===== src/hw/rtl/c_source_reformatter_unit_defines.svh =====
// assertion macros for the c source reformatter unit
// no dependencies; included by files that carry concurrent assertions
`ifndef C_SOURCE_REFORMATTER_UNIT_DEFINES_SVH
`define C_SOURCE_REFORMATTER_UNIT_DEFINES_SVH

`ifndef ASSERT_OFF
`define CRF_ASSERT(label, clk, rst_n, prop, msg) \
    label: assert property (@(posedge clk) disable iff (!rst_n) (prop)) else $error(msg);
`define CRF_ASSERT_RST(label, clk, prop, msg) \
    label: assert property (@(posedge clk) (prop)) else $error(msg);
`else
`define CRF_ASSERT(label, clk, rst_n, prop, msg)
`define CRF_ASSERT_RST(label, clk, prop, msg)
`endif

`endif


===== src/hw/rtl/crf_pkg.sv =====
// shared types, constants and helper functions of the c source reformatter
// no dependencies
package crf_pkg;

    localparam int MAX_DEPTH = 32;
    localparam int DEPTH_W = 6;
    localparam int RUN_SLOTS = 5;
    localparam int SLOT_W = 3;

    localparam logic [7:0] CHAR_NUL = 8'h00;
    localparam logic [7:0] CHAR_TAB = 8'h09;
    localparam logic [7:0] CHAR_NL = 8'h0A;
    localparam logic [7:0] CHAR_SPACE = 8'h20;
    localparam logic [7:0] CHAR_DQUOTE = 8'h22;
    localparam logic [7:0] CHAR_HASH = 8'h23;
    localparam logic [7:0] CHAR_SQUOTE = 8'h27;
    localparam logic [7:0] CHAR_SLASH = 8'h2F;
    localparam logic [7:0] CHAR_SEMI = 8'h3B;
    localparam logic [7:0] CHAR_BSLASH = 8'h5C;
    localparam logic [7:0] CHAR_LBRACE = 8'h7B;
    localparam logic [7:0] CHAR_RBRACE = 8'h7D;

    typedef enum logic [1:0] {
        REG_INDENT_WIDTH = 2'd0,
        REG_USE_TAB      = 2'd1,
        REG_BRACE_NL     = 2'd2,
        REG_PAD_OPS      = 2'd3
    } crf_reg_t;

    typedef struct packed {
        logic [3:0] indent_width;
        logic       use_tab_indent;
        logic       brace_on_new_line;
        logic       pad_operators;
    } crf_cfg_t;

    typedef struct packed {
        logic               in_string_lit;
        logic               in_char_lit;
        logic               in_line_comment;
        logic               in_directive;
        logic [7:0]         prev_byte;
        logic [DEPTH_W-1:0] brace_depth;
    } crf_state_t;

    typedef struct packed {
        logic [7:0] out_byte;
        logic [8:0] repeat_count;
    } crf_run_t;

    typedef struct packed {
        crf_run_t [RUN_SLOTS-1:0] runs;
        logic [SLOT_W-1:0]        num;
    } crf_plan_t;

    function automatic logic is_op(logic [7:0] b);
        logic r;
        case (b)
            CHAR_NUL, 8'h3D, 8'h2B, 8'h2D, 8'h2A, CHAR_SLASH, 8'h25,
            8'h3C, 8'h3E, 8'h21, 8'h26, 8'h7C: r = 1'b1;
            default: r = 1'b0;
        endcase
        return r;
    endfunction

    function automatic logic [8:0] indent_run(logic [DEPTH_W-1:0] depth, crf_cfg_t cfg);
        logic [3:0] per;
        logic [DEPTH_W+3:0] prod;
        per = cfg.use_tab_indent ? 4'd1 : cfg.indent_width;
        prod = (DEPTH_W+4)'(depth) * (DEPTH_W+4)'(per);
        return (prod > (DEPTH_W+4)'(256)) ? 9'd256 : prod[8:0];
    endfunction

endpackage


===== src/hw/rtl/c_source_reformatter_unit.sv =====
// top level of the c source reformatter: apb registers, state, run queue, output register
// depends on crf_pkg, crf_planner and c_source_reformatter_unit_defines.svh
//
// Each accepted source byte yields one to five (byte, repeat) runs, delivered one run per
// cycle while the output is not stalled by m_ready, from a five-entry run queue through a
// single output register. The next byte is taken in the cycle its predecessor's final run
// moves to the output register, so one-run bytes stream at one per cycle without stalls.
`include "c_source_reformatter_unit_defines.svh"

module c_source_reformatter_unit import crf_pkg::*; (
    input  logic        aclk,
    input  logic        aresetn,
    input  logic        psel,
    input  logic        penable,
    input  logic        pwrite,
    input  logic [3:0]  paddr,
    input  logic [31:0] pwdata,
    output logic [31:0] prdata,
    output logic        pready,
    input  logic        s_valid,
    output logic        s_ready,
    input  logic [7:0]  s_cur_byte,
    input  logic [7:0]  s_next_byte,
    input  logic        s_start_of_text,
    output logic        m_valid,
    input  logic        m_ready,
    output logic [7:0]  m_out_byte,
    output logic [8:0]  m_repeat_count,
    output logic        m_last
);

    crf_cfg_t                 cfg_reg;
    crf_state_t               state_reg;
    crf_state_t               state_next;
    crf_plan_t                plan;
    crf_run_t [RUN_SLOTS-1:0] job_runs_reg;
    logic [SLOT_W-1:0]        job_cnt_reg;
    logic                     m_valid_reg;
    crf_run_t                 m_run_reg;
    logic                     m_last_reg;
    logic                     out_free;
    logic                     take;
    logic                     s_xfer;
    logic                     cfg_wr;

    // register port
    assign pready = 1'b1;
    assign cfg_wr = psel && penable && pwrite;

    always_ff @(posedge aclk) begin
        if (!aresetn) begin
            cfg_reg <= '{indent_width: 4'd4, use_tab_indent: 1'b0,
                         brace_on_new_line: 1'b0, pad_operators: 1'b1};
        end else if (cfg_wr) begin
            unique case (crf_reg_t'(paddr[3:2]))
                REG_INDENT_WIDTH: cfg_reg.indent_width <= pwdata[3:0];
                REG_USE_TAB:      cfg_reg.use_tab_indent <= pwdata[0];
                REG_BRACE_NL:     cfg_reg.brace_on_new_line <= pwdata[0];
                REG_PAD_OPS:      cfg_reg.pad_operators <= pwdata[0];
                default:          ;
            endcase
        end
    end

    always_comb begin
        unique case (crf_reg_t'(paddr[3:2]))
            REG_INDENT_WIDTH: prdata = {28'd0, cfg_reg.indent_width};
            REG_USE_TAB:      prdata = {31'd0, cfg_reg.use_tab_indent};
            REG_BRACE_NL:     prdata = {31'd0, cfg_reg.brace_on_new_line};
            REG_PAD_OPS:      prdata = {31'd0, cfg_reg.pad_operators};
            default:          prdata = '0;
        endcase
    end

    crf_planner u_planner (
        .cfg           (cfg_reg),
        .state         (state_reg),
        .cur_byte      (s_cur_byte),
        .next_byte     (s_next_byte),
        .start_of_text (s_start_of_text),
        .state_next    (state_next),
        .plan          (plan)
    );

    // handshake
    assign out_free = !m_valid_reg || m_ready;
    assign take = (job_cnt_reg != '0) && out_free;
    assign s_ready = (job_cnt_reg == '0) || ((job_cnt_reg == SLOT_W'(1)) && out_free);
    assign s_xfer = s_valid && s_ready;

    always_ff @(posedge aclk) begin
        if (!aresetn) begin
            state_reg <= '0;
        end else if (s_xfer) begin
            state_reg <= state_next;
        end
    end

    // run queue
    always_ff @(posedge aclk) begin
        if (!aresetn) begin
            job_cnt_reg <= '0;
        end else if (s_xfer) begin
            job_cnt_reg <= plan.num;
        end else if (take) begin
            job_cnt_reg <= job_cnt_reg - SLOT_W'(1);
        end
    end

    always_ff @(posedge aclk) begin
        if (s_xfer) begin
            job_runs_reg <= plan.runs;
        end else if (take) begin
            for (int i = 0; i < RUN_SLOTS - 1; i++) begin
                job_runs_reg[i] <= job_runs_reg[i+1];
            end
        end
    end

    // output register
    always_ff @(posedge aclk) begin
        if (!aresetn) begin
            m_valid_reg <= 1'b0;
        end else if (take) begin
            m_valid_reg <= 1'b1;
        end else if (m_ready) begin
            m_valid_reg <= 1'b0;
        end
    end

    always_ff @(posedge aclk) begin
        if (take) begin
            m_run_reg <= job_runs_reg[0];
            m_last_reg <= (job_cnt_reg == SLOT_W'(1));
        end
    end

    assign m_valid = m_valid_reg;
    assign m_out_byte = m_run_reg.out_byte;
    assign m_repeat_count = m_run_reg.repeat_count;
    assign m_last = m_last_reg;

    `CRF_ASSERT(a_queue_bound, aclk, aresetn, job_cnt_reg <= SLOT_W'(RUN_SLOTS), "run queue overflow")
    `CRF_ASSERT(a_accept_drained, aclk, aresetn, s_xfer |-> job_cnt_reg <= SLOT_W'(1), "byte taken over pending runs")
    `CRF_ASSERT(a_accept_loads, aclk, aresetn, s_xfer |=> job_cnt_reg != '0, "byte produced no runs")
    `CRF_ASSERT(a_depth_bound, aclk, aresetn, state_reg.brace_depth <= DEPTH_W'(MAX_DEPTH), "brace depth past limit")
    `CRF_ASSERT_RST(a_reset_idle, aclk, !aresetn |=> !m_valid_reg && job_cnt_reg == '0, "not idle after reset")

endmodule


===== src/hw/rtl/crf_planner.sv =====
// per-byte mode tracking and run list planning
// depends on crf_pkg
module crf_planner import crf_pkg::*; (
    input  crf_cfg_t   cfg,
    input  crf_state_t state,
    input  logic [7:0] cur_byte,
    input  logic [7:0] next_byte,
    input  logic       start_of_text,
    output crf_state_t state_next,
    output crf_plan_t  plan
);

    crf_state_t         st;
    logic               line_start;
    logic               in_text;
    logic               pad;
    logic [7:0]         ind_char;
    logic [8:0]         ind_old;
    logic [8:0]         ind_new;
    logic [DEPTH_W-1:0] depth_new;

    always_comb begin
        st = start_of_text ? '0 : state;
        line_start = start_of_text || (st.prev_byte == CHAR_NL);

        if (cur_byte == CHAR_DQUOTE && !st.in_char_lit && !st.in_line_comment) begin
            if (!st.in_string_lit || st.prev_byte != CHAR_BSLASH) begin
                st.in_string_lit = !st.in_string_lit;
            end
        end
        if (cur_byte == CHAR_SQUOTE && !st.in_string_lit && !st.in_line_comment) begin
            if (!st.in_char_lit || st.prev_byte != CHAR_BSLASH) begin
                st.in_char_lit = !st.in_char_lit;
            end
        end
        if (!st.in_string_lit && !st.in_char_lit) begin
            if (cur_byte == CHAR_SLASH && next_byte == CHAR_SLASH) begin
                st.in_line_comment = 1'b1;
            end
            if (cur_byte == CHAR_NL) begin
                st.in_line_comment = 1'b0;
            end
        end
        if (cur_byte == CHAR_HASH && line_start) begin
            st.in_directive = 1'b1;
        end
        if (cur_byte == CHAR_NL) begin
            st.in_directive = 1'b0;
        end

        in_text = !st.in_string_lit && !st.in_char_lit && !st.in_line_comment;
        depth_new = st.brace_depth;
        if (in_text && cur_byte == CHAR_LBRACE && st.brace_depth < DEPTH_W'(MAX_DEPTH)) begin
            depth_new = st.brace_depth + DEPTH_W'(1);
        end
        if (in_text && cur_byte == CHAR_RBRACE && st.brace_depth != '0) begin
            depth_new = st.brace_depth - DEPTH_W'(1);
        end

        ind_char = cfg.use_tab_indent ? CHAR_TAB : CHAR_SPACE;
        ind_old = indent_run(st.brace_depth, cfg);
        ind_new = indent_run(depth_new, cfg);
        pad = cfg.pad_operators && is_op(cur_byte);

        plan = '0;
        if (!in_text) begin
            plan.runs[0] = '{cur_byte, 9'd1};
            plan.num = SLOT_W'(1);
        end else if (cur_byte == CHAR_LBRACE) begin
            if (!cfg.brace_on_new_line) begin
                plan.runs[plan.num] = '{CHAR_SPACE, 9'd1};
                plan.num = plan.num + SLOT_W'(1);
            end else begin
                plan.runs[plan.num] = '{CHAR_NL, 9'd1};
                plan.num = plan.num + SLOT_W'(1);
                if (ind_old != '0) begin
                    plan.runs[plan.num] = '{ind_char, ind_old};
                    plan.num = plan.num + SLOT_W'(1);
                end
            end
            plan.runs[plan.num] = '{cur_byte, 9'd1};
            plan.num = plan.num + SLOT_W'(1);
            plan.runs[plan.num] = '{CHAR_NL, 9'd1};
            plan.num = plan.num + SLOT_W'(1);
            if (ind_new != '0) begin
                plan.runs[plan.num] = '{ind_char, ind_new};
                plan.num = plan.num + SLOT_W'(1);
            end
        end else if (cur_byte == CHAR_RBRACE) begin
            plan.runs[plan.num] = '{CHAR_NL, 9'd1};
            plan.num = plan.num + SLOT_W'(1);
            if (ind_new != '0) begin
                plan.runs[plan.num] = '{ind_char, ind_new};
                plan.num = plan.num + SLOT_W'(1);
            end
            plan.runs[plan.num] = '{cur_byte, 9'd1};
            plan.num = plan.num + SLOT_W'(1);
        end else if (cur_byte == CHAR_SEMI) begin
            plan.runs[plan.num] = '{cur_byte, 9'd1};
            plan.num = plan.num + SLOT_W'(1);
            if (!st.in_directive) begin
                plan.runs[plan.num] = '{CHAR_NL, 9'd1};
                plan.num = plan.num + SLOT_W'(1);
                if (ind_new != '0) begin
                    plan.runs[plan.num] = '{ind_char, ind_new};
                    plan.num = plan.num + SLOT_W'(1);
                end
            end
        end else begin
            if (pad && !is_op(st.prev_byte)) begin
                plan.runs[plan.num] = '{CHAR_SPACE, 9'd1};
                plan.num = plan.num + SLOT_W'(1);
            end
            plan.runs[plan.num] = '{cur_byte, 9'd1};
            plan.num = plan.num + SLOT_W'(1);
            if (pad && !is_op(next_byte)) begin
                plan.runs[plan.num] = '{CHAR_SPACE, 9'd1};
                plan.num = plan.num + SLOT_W'(1);
            end
        end

        state_next = st;
        state_next.brace_depth = depth_new;
        state_next.prev_byte = cur_byte;
    end

endmodule

===== config.mk =====
export PLATFORM = sky130hd
export DESIGN_NAME = c_source_reformatter_unit
export DESIGN_NICKNAME = d
export VERILOG_FILES = /design/src/hw/rtl/crf_pkg.sv /design/src/hw/rtl/c_source_reformatter_unit.sv /design/src/hw/rtl/crf_planner.sv
export VERILOG_INCLUDE_DIRS = /design/src /design/src/hw/rtl
export SDC_FILE = /design/constraint.sdc
export NUM_CORES = 1
export LEC_CHECK = 0
export BUFFER_PORTS_ARGS = -buffer_cell sky130_fd_sc_hd__buf_4
export CORE_MARGIN = 2
export CORE_UTILIZATION = 30
export DETAILED_ROUTE_END_ITERATION = 16
export HOLD_SLACK_MARGIN = 0.02
export PLACE_DENSITY = 0.59
export SLEW_MARGIN = 20
export SYNTH_ARGS = -nofsm -noshare
export SYNTH_HDL_FRONTEND = slang
export SYNTH_HIERARCHICAL = 1
export SYNTH_SLANG_ARGS = --single-unit

===== constraint.sdc =====
create_clock -name aclk -period 6 [get_ports aclk]
set_input_delay 0.6 -clock aclk [delete_from_list [all_inputs] [get_ports aclk]]
set_output_delay 0.6 -clock aclk [all_outputs]
set_load 0.005 [all_outputs]

; Word-level counts from Yosys, hierarchy flattened
; Index checks and enable logic that the tools add are counted.
[word_totals]
regBits = 132
latch_bits = 0
ramBits = 0
mem_bits_ro = 0
input_bits = 60
output_inout_bits = 53
word_cells = 243
mem_count = 0
[classes]
add_sub_neg = 9
n_mul = 2
div_mod_pow = 0
magnitude_cmp = 15
eq_ne = 46
n_shift = 0
muxes = 82
bitwise_logic = 6
n_reduce_logical = 58
[op_table]
columns = operator, n
row1 = two-way mux 88 bit, 4
row2 = bitwise mux 85 bit, 4
row3 = demux 17 bit (select 3 bit), 6
row4 = equality test 8 x 6 -> 1 bit (second input constant), 34
row5 = two-way mux 17 bit, 14
row6 = two-way mux 20 bit, 7
row7 = two-way mux 68 bit, 2
row8 = one-hot mux 32 bit (4 select lines), 1
row9 = bitwise AND 75 bit, 1
row10 = NOT 75 bit, 1
row11 = bitwise AND 70 bit, 1
row12 = NOT 70 bit, 1
row13 = two-way mux 34 bit, 2
row14 = two-way mux 18 bit, 3
row15 = two-way mux 54 bit, 1
row16 = two-way mux 51 bit, 1
row17 = equality test 8 x 7 -> 1 bit (second input constant), 5
row18 = OR reduction 12 bit, 3
row19 = logical AND 1 bit, 26
row20 = logical NOT 8 bit, 3
row21 = < comparator 3 x 4 -> 1 bit (second input constant), 6
row22 = two-way mux 1 bit, 23
row23 = > comparator 10 x 9 -> 1 bit (second input constant), 2
row24 = multiplier 6 x 4 -> 10 bit, 2
row25 = other kinds (27), 65

; Logic depth before layout (Yosys ltp)
[logic_depth]
word_depth = 35
depth_mapped = 29
mapped_depth_nobuf = 25

; Modules after synthesis
; Netlist, hierarchy kept.
[modules_own_cells]
columns = module, n_inst, cells_each, area_per_inst_um2, seq_area_each_um2
row1 = c_source_reformatter_unit, 1, 361, 5432.7, 3673.5
row2 = crf_planner, 1, 552, 3552.2, 0.0

; Worst setup path before layout
; Ideal clock, no wire load.
[synth_timing]
kind = input port to flip-flop
startpoint = input s_cur_byte[6]
endpoint = register job_runs_reg[20] (netlist bit) (data pin)
setup_ns = 0.262
t_arrival_ns = 5.965
required_ns = 5.738
setup_slack_ns = -0.227
cell_stages = 23
n_path_buf = 1
path_cell_list = buf_6 -> or4_4 -> or3b_1 -> and2_4 -> nor2_4 -> nand2_1 -> or4_4 -> xnor2_2 -> nor2_1 -> fa_1 -> inv_1 -> fa_1 -> inv_1 -> ha_1 -> a21oi_1 -> o21ai_0 -> a2111oi_0 -> a21oi_1 -> xnor2_1 -> a41oi_2 -> nor3_1 -> a22o_1 -> mux2_1
[synth_rtl]
columns = item, line_no
row1 = from (decl), c_source_reformatter_unit.sv:22  ; input logic [7:0] s_cur_byte,
row2 = to (signal assigned), c_source_reformatter_unit.sv:112  ; job_runs_reg <= plan.runs;
row3 = "to (signal, indexed assignment)", c_source_reformatter_unit.sv:115  ; job_runs_reg[i] <= job_runs_reg[i+1];
row4 = to (decl), c_source_reformatter_unit.sv:36  ; crf_run_t [RUN_SLOTS-1:0] job_runs_reg;

==> impl_metrics.tcl <==
set metrics [dict create \
    path_class "in -> reg" \
    vias 7030 \
    cp-start-kind "input port" \
    post-place-ws_ns -0.3598 \
    cts_tree "yes" \
    drive_gt1_share_pct 24.81 \
    drc 0 \
    min_period_ns 5.872 \
    tightest_slew_ns 0.9022 \
    initial_core_util_pct 30.40 \
    cp_slowest_cell "or4_4" \
    finClkSkew_ns 0.01397 \
    multi_input_area_um2 4913 \
    max_stage_delay_ns 0.58 \
    synth_top_family_by_area "simple AND/OR/NAND/NOR gates" \
    fillers 2969 \
    h-tree-depth 4 \
    synth_area_leaders "edfxtp_1 (34%), mux2_1 (8.5%), dfxtp_1 (6.5%)" \
    synthTopCellsByCount "edfxtp_1 (103), nor2_1 (96), mux2_1 (68)" \
    initialDrtViolationCount 486 \
    hold_path_class "reg -> reg" \
    yosysMostFrequentCell "edfxtp_1" \
    die_h_um 177.1 \
    netlist_instances 913 \
    finalMaxSlewViolations 0 \
    grt_max_degree 69 \
    path_cells "buf_6, or4_4, or3b_4, and2_4, nor2_4, nand2_2, or4_4, xnor2_4, nor2_4, fa_1, inv_1, fa_1, inv_2, ha_4, nand2_2, o211ai_1, mux2_2, a211o_1, buf_6, a41oi_4, buf_6, nor2_4, and2_1, mux2_1" \
    synth_mux_area_share_pct 9.344 \
    vdd_ir_drop_max_mv 0.2890 \
    fin_ws_ns 0.1284 \
    syn_area_um2 8985 \
    p_per_area_nw_per_um2 328.4 \
    synth_top_area_share_pct 34.42 \
    path_max_fanout 4 \
    synth_area_leader_cell "edfxtp_1" \
    wl_per_cell_um 15.08 \
    yosysWarnings 6 \
    status "complete, no violations" \
    fmax_mhz 170.3 \
    io_buffers 53 \
    first_pass_iters 6 \
    vias_per_cell 4.862 \
    track_usage_pct 14.28 \
    grt_pass1_wl_um 35610 \
    cts.path.max_buffers 2 \
    gpl.final_weighted_congestion 0.8456 \
    drv_cap 0 \
    area_growth_syn_to_layout_pct 23.90 \
    grt_pass1_vias 7024 \
    ys_types 80 \
    cts.hold.buffers_added 0 \
    clk_pin_slew_worst_paths_ns 0.06 \
    finalSetupViolations 0 \
    cts_buffers 17 \
    finalCritPeriodShare_pct 97.86 \
    reg2reg_slack_ns 0.26 \
    seqCellArea_um2 3674 \
    rsz0062_at_grt "yes" \
    floorplan.core_area_um2 29560 \
    insertion_delay_ns 0.42 \
    grt.overflow.total 0 \
    final_util_pct 37.66 \
    drt.antenna.violating_nets 0 \
    dieArea_um2 31350 \
    rows 63 \
    cp_data_arrival_time_ns 6.04 \
    antenna_found_initial 0 \
    stdcell_count 1446 \
    syn_area_per_cell_um2 9.841 \
    synth-seq-cells 132 \
    cts-root-buf "clkbuf_16" \
    synth_compound_area_share_pct 11.67 \
    die_x_um 177.1 \
    cts.sinks 132 \
    post-dp-hpwl_um 15740 \
    hold_viol 0 \
    synth_xor_area_share_pct 1.741 \
    synth_edf_count 103 \
    final_nets 1155 \
    totalPowerFinal_mw 3.656 \
    placedCellCount 1407 \
    async_flop_share_pct 0 \
    synthAdderAreaFrac_pct 8.578 \
    largest_reg_flops 85 \
    crit_required_ns 6.17 \
    p_leak_nw 4.680 \
    ios 113 \
    worstSetupEndpointType "flip-flop" \
    num_antenna_cells 0 \
    slew_headroom_pct 39.85 \
    synth_seq_area_share_pct 40.89 \
    wirelength_um 21810 \
    yosys.area_share.simple_pct 18.35 \
    synthFlopType "edfxtp_1" \
]
-- report_power, final --
part / internal (mW) / total (mW) / leakage (nW) / switching, mW
Sequential: 1.54 / 1.65 / 1.28 / 0.102
Combinational: 0.395 / 0.948 / 3.11 / 0.553
Clock: 0.625 / 1.06 / 0.290 / 0.436
-- area by class of cell --
type	count	area share, %
Sequential cell	132	33.00
Timing Repair Buffer	167	11.66
Clock inverter	14	1.484
Clock buffer	18	3.855
Multi-Input combinational cell	681	44.14
Inverter	44	1.484
Tap cell	390	4.384
-- critical path: cells and delay by family --
kind            cells  cell delay (ns)
fa+ha+maj           3             1.23
xor+xnor            1             0.20
mux                 2             0.62
simple gates       10             2.13
buf+inv             5             0.49
compound gates      3             0.75
-- cells by family after synthesis --
family,after synthesis
DFF,132
muxes,74
and+or+nand+nor,324
xor gates and xnor gates,17
AOI/OAI and AO/OA,165
other,4
buffers and inverters,145
adders and majority gates,52
-- worst paths after layout --
kind	end	cells after the start	startpoint
hold reg to reg	m_out_byte[7]	0	job_runs_reg[16]
setup reg to reg	job_runs_reg[53]	25	state_reg[8]
setup / recovery	job_runs_reg[53]	24	s_cur_byte[5]
hold / removal	m_out_byte[7]	0	job_runs_reg[16]
-- metrics by stage --
step	setup TNS, ns	hold slack, ns	cell area, um2
3_5_place_dp	-11.08	0.4045	10270
6_report	0	0.4101	11130
5_1_grt	-1.034	0.4145	11130
4_1_cts	0	0.3963	10860
3_3_place_gp	-10.38	0.4007	10270
2_1_floorplan	0	0.4003	9218
-- layout by cell type (no fill, tap or decap), drive strengths merged, types with 4 or more instances in the layout --
cell type / instances
and3b: 4
nor2b: 17
conb: 49
nand2: 63
clkinv: 6
nor3: 16
nor2: 97
mux2i: 4
o211ai: 4
o21a: 4
or4: 4
inv: 49
clkbuf: 18
edfxtp: 103
a22o: 4
a211oi: 8
xor2: 7
nor3b: 4
o31ai: 6
xnor2: 10
mux2: 69
a21oi: 45
fa: 16
nand4: 9
ha: 36
a31oi: 10
dfxtp: 29
and4b: 4
nor4: 7
nand3: 42
buf: 167
and2: 27
o21ai: 48
nand2b: 8
a21o: 7
nand3b: 5
-- layer usage --
layer	track usage (%)	wire (um)	vias up
li1	-	-	3433
met1	17.58	9570	3388
met2	25.47	10900	184
met3	2.277	973	25
met4	4.373	365	0
met5	0	0	-
-- timing repair --
item                       4_1_cts  5_1_grt
hold endpoints to repair         0        0
setup endpoints to repair        0       48
resized for setup                0       51
setup buffers                    0        7
No activity file was read; power rests on OpenSTA's default activity.
